===== config.mk =====
export PLATFORM = sky130hd
export DESIGN_NAME = pip_ctrl
export DESIGN_NICKNAME = d
export VERILOG_FILES = /design/src/rtl/pip_pkg.sv /design/src/rtl/pip_ctrl.sv
export SDC_FILE = /design/constraint.sdc
export NUM_CORES = 1
export LEC_CHECK = 0
export ABC_AREA = 1
export BUFFER_PORTS_ARGS = -buffer_cell sky130_fd_sc_hd__buf_2
export CAP_MARGIN = 10
export CORE_UTILIZATION = 46
export CTS_CLUSTER_SIZE = 40
export DETAILED_ROUTE_END_ITERATION = 7
export GPL_TIMING_DRIVEN = 0
export PLACE_DENSITY = 0.7
export SLEW_MARGIN = 20
export SYNTH_ARGS = -nofsm -noshare
export SYNTH_HDL_FRONTEND = slang
export SYNTH_SLANG_ARGS = --single-unit
export TNS_END_PERCENT = 20

===== constraint.sdc =====
create_clock -name i_clk -period 4.2 [get_ports i_clk]
set_clock_uncertainty 0.2 [all_clocks]
set_input_delay 0.84 -clock i_clk [delete_from_list [all_inputs] [get_ports i_clk]]
set_output_delay 0.84 -clock i_clk [all_outputs]
set_load 0.1 [all_outputs]

===== src/rtl/pip_pkg.sv =====
// Shared types and constants of the point-in-polygon test core.
`timescale 1ns / 1ps

package pip_pkg;

    // Fixed field widths of the command and configuration interfaces.
    localparam int VCOUNT_W  = 7;
    localparam int VIDX_W    = 6;
    localparam int PMODE_W   = 2;
    localparam int CFG_IDX_W = 2;

    // Command codes carried on the command field.
    localparam logic CMD_LOAD  = 1'b0;
    localparam logic CMD_QUERY = 1'b1;

    // Projection plane codes.
    localparam logic [PMODE_W-1:0] PM_PLAIN = 2'd0;
    localparam logic [PMODE_W-1:0] PM_XY    = 2'd1;
    localparam logic [PMODE_W-1:0] PM_YZ    = 2'd2;
    localparam logic [PMODE_W-1:0] PM_XZ    = 2'd3;

    // Configuration register indexes.
    localparam logic [CFG_IDX_W-1:0] CFG_VERTEX_COUNT = 2'd0;
    localparam logic [CFG_IDX_W-1:0] CFG_PLANE_MODE   = 2'd1;
    localparam logic [CFG_IDX_W-1:0] CFG_EXTENT_LOW   = 2'd2;
    localparam logic [CFG_IDX_W-1:0] CFG_EXTENT_HIGH  = 2'd3;

    // Length of the drain after the last table read, and the width of its counter.
    localparam int PIPE_DEPTH = 3;
    localparam int DRAIN_W    = 2;

    // Commands from the controller to the datapath.
    typedef struct packed {
        logic load;      // write the presented vertex
        logic query;     // latch the projected point and clear the parity
        logic rd_en;     // read one vertex from the table
        logic rd_first;  // this read fetches the closing vertex of the first edge
        logic finish;    // capture the query answer
    } t_dp_cmd;

endpackage


===== src/rtl/pip_ctrl.sv =====
// Controller state machine: sequences loads, table reads and the answer strobe.
`timescale 1ns / 1ps

module pip_ctrl #(
    parameter int MAX_VERTICES = 64
) (
    input  logic                         i_clk,
    input  logic                         i_rst_n,
    input  logic                         i_start,
    input  logic                         i_command,
    input  logic [pip_pkg::VCOUNT_W-1:0] i_vertex_count,
    output pip_pkg::t_dp_cmd             o_cmd,
    output logic [$clog2(MAX_VERTICES)-1:0] o_rd_addr,
    output logic                         o_busy,
    output logic                         o_done,
    output logic                         o_was_query
);
    import pip_pkg::*;

    localparam int AW = $clog2(MAX_VERTICES);
    localparam int CW = $clog2(MAX_VERTICES + 1);

    localparam logic [1:0] ST_IDLE   = 2'd0;
    localparam logic [1:0] ST_READ   = 2'd1;
    localparam logic [1:0] ST_DRAIN  = 2'd2;
    localparam logic [1:0] ST_FINISH = 2'd3;

    logic [1:0]         r_state, n_state;
    logic [CW-1:0]      r_n, n_n;
    logic [CW-1:0]      r_cnt, n_cnt;
    logic [DRAIN_W-1:0] r_dcnt, n_dcnt;
    logic               r_done, n_done;
    logic               r_was_query, n_was_query;

    logic [CW-1:0] w_n_sat;
    logic [CW-1:0] w_last;
    logic [CW-1:0] w_cnt_m1;

    // Counts above the table depth saturate.
    assign w_n_sat  = (int'(i_vertex_count) > MAX_VERTICES) ? CW'(MAX_VERTICES)
                                                            : CW'(i_vertex_count);
    assign w_last   = r_n - CW'(1);
    assign w_cnt_m1 = r_cnt - CW'(1);

    always_comb begin
        n_state     = r_state;
        n_n         = r_n;
        n_cnt       = r_cnt;
        n_dcnt      = r_dcnt;
        n_done      = 1'b0;
        n_was_query = r_was_query;
        o_cmd       = '0;
        o_rd_addr   = '0;
        case (r_state)
            ST_IDLE: begin
                if (i_start) begin
                    if (i_command == CMD_LOAD) begin
                        o_cmd.load  = 1'b1;
                        n_done      = 1'b1;
                        n_was_query = 1'b0;
                    end else begin
                        o_cmd.query = 1'b1;
                        n_n         = w_n_sat;
                        n_cnt       = '0;
                        n_state     = (w_n_sat == '0) ? ST_FINISH : ST_READ;
                    end
                end
            end
            ST_READ: begin
                // The first read fetches the last vertex so that edge 0 wraps around.
                o_cmd.rd_en    = 1'b1;
                o_cmd.rd_first = (r_cnt == '0);
                o_rd_addr      = (r_cnt == '0) ? w_last[AW-1:0] : w_cnt_m1[AW-1:0];
                if (r_cnt == r_n) begin
                    n_state = ST_DRAIN;
                    n_dcnt  = '0;
                end else begin
                    n_cnt = r_cnt + CW'(1);
                end
            end
            ST_DRAIN: begin
                if (r_dcnt == DRAIN_W'(PIPE_DEPTH - 1)) begin
                    n_state = ST_FINISH;
                end else begin
                    n_dcnt = r_dcnt + DRAIN_W'(1);
                end
            end
            ST_FINISH: begin
                o_cmd.finish = 1'b1;
                n_done       = 1'b1;
                n_was_query  = 1'b1;
                n_state      = ST_IDLE;
            end
            default: begin
                n_state = ST_IDLE;
            end
        endcase
    end

    always_ff @(posedge i_clk) begin
        if (!i_rst_n) begin
            r_state     <= ST_IDLE;
            r_n         <= '0;
            r_cnt       <= '0;
            r_dcnt      <= '0;
            r_done      <= 1'b0;
            r_was_query <= 1'b0;
        end else begin
            r_state     <= n_state;
            r_n         <= n_n;
            r_cnt       <= n_cnt;
            r_dcnt      <= n_dcnt;
            r_done      <= n_done;
            r_was_query <= n_was_query;
        end
    end

    assign o_busy      = (r_state != ST_IDLE);
    assign o_done      = r_done;
    assign o_was_query = r_was_query;

endmodule


---- Word-level counts from Yosys, hierarchy flattened ----
Cells that the tools add are included.
storage, ports and cells
  ROM bits ................................ 0
  RAM bits ................................ 0
  input port bits ......................... 11
  memories kept ........................... 0
  register bits ........................... 20
  bits in latches ......................... 0
  word-level logic and storage cells ...... 62
cells by class
  $lt $le $gt $ge ......................... 1
  multiply operators ...................... 0
  div/mod/pow operators ................... 0
  $add $sub $neg .......................... 4
  bitwise gates (word level) .............. 0
  muxes and demuxes ....................... 27
  equal/unequal tests ..................... 12
  shifts and indexed selects .............. 0
  reductions and logical operators ........ 12
operators with widths
  cell                                                                   number
  7-bit 2-to-1 mux                                                       4
  2-bit 2-to-1 mux                                                       10
  7-bit logical NOT                                                      2
  2-bit != test, second input constant                                   7
  7-bit one-hot mux with 2 select lines                                  1
  6-bit 2-to-1 mux                                                       2
  6-bit by 1-bit subtractor with 6-bit output, second input constant     2
  3-bit AND reduction                                                    3
  2-bit one-hot mux with 4 select lines                                  1
  4-bit AND reduction                                                    2
  2-bit nonzero test                                                     4
  7-bit by 1-bit adder with 7-bit output, second input constant          1
  7-bit equality test                                                    1
  7-bit > comparator, second input constant                              1
  2-bit equality test, second input constant                             3
  1-bit 2-to-1 mux                                                       6
  1-bit one-hot mux with 2 select lines                                  2
  2-bit one-hot mux with 2 select lines                                  1
  2-bit by 1-bit adder with 2-bit output, second input constant          1
  2-bit by 1-bit equality test with 1-bit output, second input constant  1
  2-bit logical NOT                                                      1

---- Logic depth before layout (Yosys ltp) ----
  depth in word-level cells ............... 7
  depth in mapped cells ................... 14
  gate-level depth less buffers ........... 14

---- Worst setup path after synthesis ----
Ideal clock, no wire load.
  path kind ............................... register to output
  from .................................... register r_state[0]
  to ...................................... output port o_cmd[4] in the netlist's numbering
  cell stages (with the launch flop) ...... 5
  buffers on the path ..................... 0
  slack ................................... -0.177 ns
  arrival ................................. 3.337 ns
  path through ............................ dfxtp_1 inv_1 ha_1 inv_1 nor3_1
RTL lines
  element                 RTL line         source
  from (decl)             pip_ctrl.sv:28   logic [1:0] r_state, n_state;
  from (signal assigned)  pip_ctrl.sv:109  r_state <= n_state;
  to (decl)               pip_ctrl.sv:12   output pip_pkg::t_dp_cmd o_cmd,

---- Worst setup path in the final report ----
  from .................................... register r_cnt[0]
  to ...................................... output port o_rd_addr[4]
on the way
  longest elaborated chain between the ends .. 3
  elaborated cells on any way between the ends .. 4
  classes of those cells .................. add/sub: 1; mux: 2; reduce/logical: 1
RTL lines
  element                                                                                  RTL line                        source
  from (decl)                                                                              pip_ctrl.sv:30                  logic [CW-1:0] r_cnt, n_cnt;
  from (signal assigned)                                                                   pip_ctrl.sv:111                 r_cnt <= n_cnt;
  6-bit by 1-bit subtractor with 6-bit output / 7-bit logical NOT (equally long branches)  pip_ctrl.sv:43, pip_ctrl.sv:73
  6-bit 2-to-1 mux *                                                                       pip_ctrl.sv:73                  o_rd_addr = (r_cnt == '0) ? w_last[AW-1:0] : w_cnt_m1[AW-1:0];
  6-bit 2-to-1 mux *                                                                       pip_ctrl.sv:54                  case (r_state)
  to (decl)                                                                                pip_ctrl.sv:13                  output logic [$clog2(MAX_VERTICES)-1:0] o_rd_addr,
Every way passes the cells marked *; elsewhere a longest branch is shown, timed or not.

==> impl_metrics.csv <==
group,metric,value,unit
synthesis,netlist_area,1500,µm²
sta,hold_viol,0,
cells_and_area,design_area,1710,µm²
route,vias,1416,
sta,setup_viol,0,
floorplanning,dieArea,3490,µm²
global_route,use_met1,27.7,%
placement,gp_congestion,0.773,
clock_network,cts_hold_buf,0,
cells_and_area,nNetsFinal,272,
critical_path,crit_fanout,8,
global_route,grtUsageMet2,36.4,%
floorplanning,die_w,59.1,µm
clock_network,cts_sinks,20,
hold_path,whs_path_depth,2,
clock_network,path_clk_slew,0.12,ns
critical_path,worst_ep_required_time,3.16,ns
clock_network,cts_buffers,3,
route,viasPerCell,4.78,
sta,min_period_over_period,85.1,%
hold_path,hold_class,"register to register",
global_route,antenna_found_initial,0,
sta,fmax,280,MHz
placement,place_area,1670,µm²
clock_network,cts_setup_buffers,0,
critical_path,cp_cell_sequence,"inv_1, ha_1, inv_1, nor2_4, nand3_4, nand2_1, o21a_4, ha_1, inv_1, nor3_1, nor2_1, nor2_1, buf_2",
global_route,grtUsageMet3,1.97,%
synthesis,yosysUniqueCellTypes,30,
clock_network,cts.path.max_buffers,2,
synthesis,syn_avg_cell_area,6.66,µm²
sta,worst_pin_slew,0.517,ns
critical_path,r2r-start,"r_state[1]$_SDFFE_PN0P_",
synthesis,yosysSeqAreaShare,26.7,%
global_route,grt_max_degree,12,
synthesis,yosysWarnings,0,
synthesis,synth.top_cell.area_share,26.7,%
critical_path,critPathTopFamily,"simple AND/OR/NAND/NOR gates",
job,drv_cap,0,
critical_path,crit_arrival,2.53,ns
critical_path,critPathLaunchType,"register",
global_route,grt_overflow,0,
route,dr.pass1.iters,4,
critical_path,r2r_cells,7,
global_route,grt-busiest-layer,"met2",
global_route,grt_pass1_vias,1256,
critical_path,reg2reg_to,"r_cnt[0]$_SDFFE_PN0P_",
cells_and_area,num_antenna_cells,0,
placement,port-buffer-count,23,
global_route,track_usage,21.1,%
global_route,grt_pass1_wl,5640,µm
floorplanning,row_count,20,
floorplanning,core_area,3080,µm²
clock_network,cts_tree,"built",
floorplanning,die_h,59.1,µm
cells_and_area,areaGrowthSynthToFinish,14.1,%
sta,rsz0062_at_grt,"no",
floorplanning,ioPinCount,25,
cells_and_area,fill_cells,315,
clock_network,clock_latency,0.30,ns
floorplanning,initial_core_util,48.7,%
route,drt-total-wl,3170,µm
hold_path,hp-start,"r_dcnt[1]$_SDFFE_PN0P_",
outcome,outcome,"complete, no violations",
sta,fin_crit,3.57,ns
clock_network,cts_resized,0,
sta,slew_headroom,65.5,%
route,drcViolationCount,0,
critical_path,worstSetupPathType,"register to output port",
placement,dp_hpwl,2420,µm
sta,slew_viol_final,0,
route,routedWlPerCell,10.7,µm
cells_and_area,drive_gt1_share,21.8,%
critical_path,cp-end-kind,"output port",
synthesis,ys_ff_latch,20,
critical_path,cp_slowest_cell,"buf_2",
synthesis,netlist_top_cells_area,"dfxtp_1, nand2_1, inv_1",
synthesis,yosys.area.top_type,"dfxtp_1",
critical_path,rrSetupSlack,2.27,ns
route,initialDrtViolationCount,46,
cells_and_area,final_common_cell,"nand2_1",
critical_path,cpPeakStageDelay,0.42,ns
cells_and_area,most-common-layout-cells,"nand2_1, inv_1, buf_2",
clock_network,cts-root-buf,"clkbuf_4",
critical_path,path_common_cell,"inv_1",
clock_network,cts_max_level,1,
route,drtAntennaViolNets,0,
synthesis,syn-instance-count,225,
critical_path,crit_buf_inv,4,
synthesis,synth_nets,244,
hold_path,hold-path-endpoint,"r_dcnt[1]$_SDFFE_PN0P_",
synthesized netlist by cell type:
library cell / n
nor3_1: 3
nor2_2: 4
a21oi_1: 19
o21bai_2: 1
nor2_1: 23
buf_6: 3
o21ai_1: 1
xnor2_1: 2
a211oi_1: 1
clkbuf_1: 1
nand3_4: 3
buf_4: 1
o21ai_0: 12
nand3_1: 6
o21a_4: 1
nand4_1: 7
xnor2_2: 1
xor2_1: 2
ha_1: 8
dfxtp_1: 20
nand2_2: 5
nand3b_1: 1
nor4_1: 1
nand2_1: 61
buf_2: 2
o21ai_2: 1
inv_1: 30
nand3_2: 1
nor2_4: 3
or2_2: 1
area by class of cell:
type	instances	area (µm²)	area share, %
Timing Repair Buffer	23	115	6.73
Clock buffer	4	36.3	2.12
Buffer	7	55.1	3.22
Sequential cell	20	400	23.4
Tap cell	44	55.1	3.22
Multi-Input combinational cell	168	936	54.7
Inverter	30	113	6.58
routing by layer:
| metal | up-vias | share of wire [%] | wire (µm) |
|---|---|---|---|
| li1 | 772 | - | - |
| met1 | 615 | 49 | 1550 |
| met2 | 25 | 48 | 1520 |
| met3 | 4 | 2.0 | 63 |
| met4 | 0 | 0.98 | 31 |
| met5 | - | 0 | 0 |
worst min-delay path: stages, from the launching register on:
cell,delay [ns]
dfxtp_1,0.33
nand2_1,0.06
a21oi_1,0.05
state kept, by name, indices dropped and copies added, names as in the netlist:
name and count:
o_was_query 1, o_done 1, r_cnt 7, r_dcnt 2, r_n 7, r_state 2
cell families (layout without fill, tap and decap cells):
kind of cell,Yosys count,after routing,synth area share [%]
AOI/OAI and AO/OA,36,36,13.5
adders and majority gates,8,8,6.68
buffers and inverters,37,64,11.2
and+or+nand+nor,119,119,38.5
DFF,20,20,26.7
xor gates and xnor gates,5,5,3.42
worst max-delay path by stage:
stage,start,endpoint,depth (start not counted)
floorplan,r_state[1]$_SDFFE_PN0P_,o_rd_addr[2],5
global route,r_cnt[0]$_SDFFE_PN0P_,o_rd_addr[4],13
finish,r_cnt[0]$_SDFFE_PN0P_,o_rd_addr[4],13
global placement,r_cnt[0]$_SDFFE_PN0P_,o_rd_addr[4],13
CTS,r_cnt[0]$_SDFFE_PN0P_,o_rd_addr[4],13
detailed placement,r_cnt[0]$_SDFFE_PN0P_,o_rd_addr[4],13
through the flow:
stage          util [%]  hold WS [ns]  TNS (ns)  worst slack (ns)  std cells
2_1_floorplan         -         0.243   -0.0866           -0.0433        225
3_3_place_gp       54.4         0.255         0             0.962        292
3_5_place_dp       54.4         0.260         0             0.966        292
4_1_cts            55.6         0.279         0             0.616        296
5_1_grt            55.6         0.286         0             0.435        296
6_report           55.6         0.275         0             0.626        296
Power is left out: the tool's default activity adds up to more than one toggle a clock period on the data nets, which glitch-free logic cannot reach.
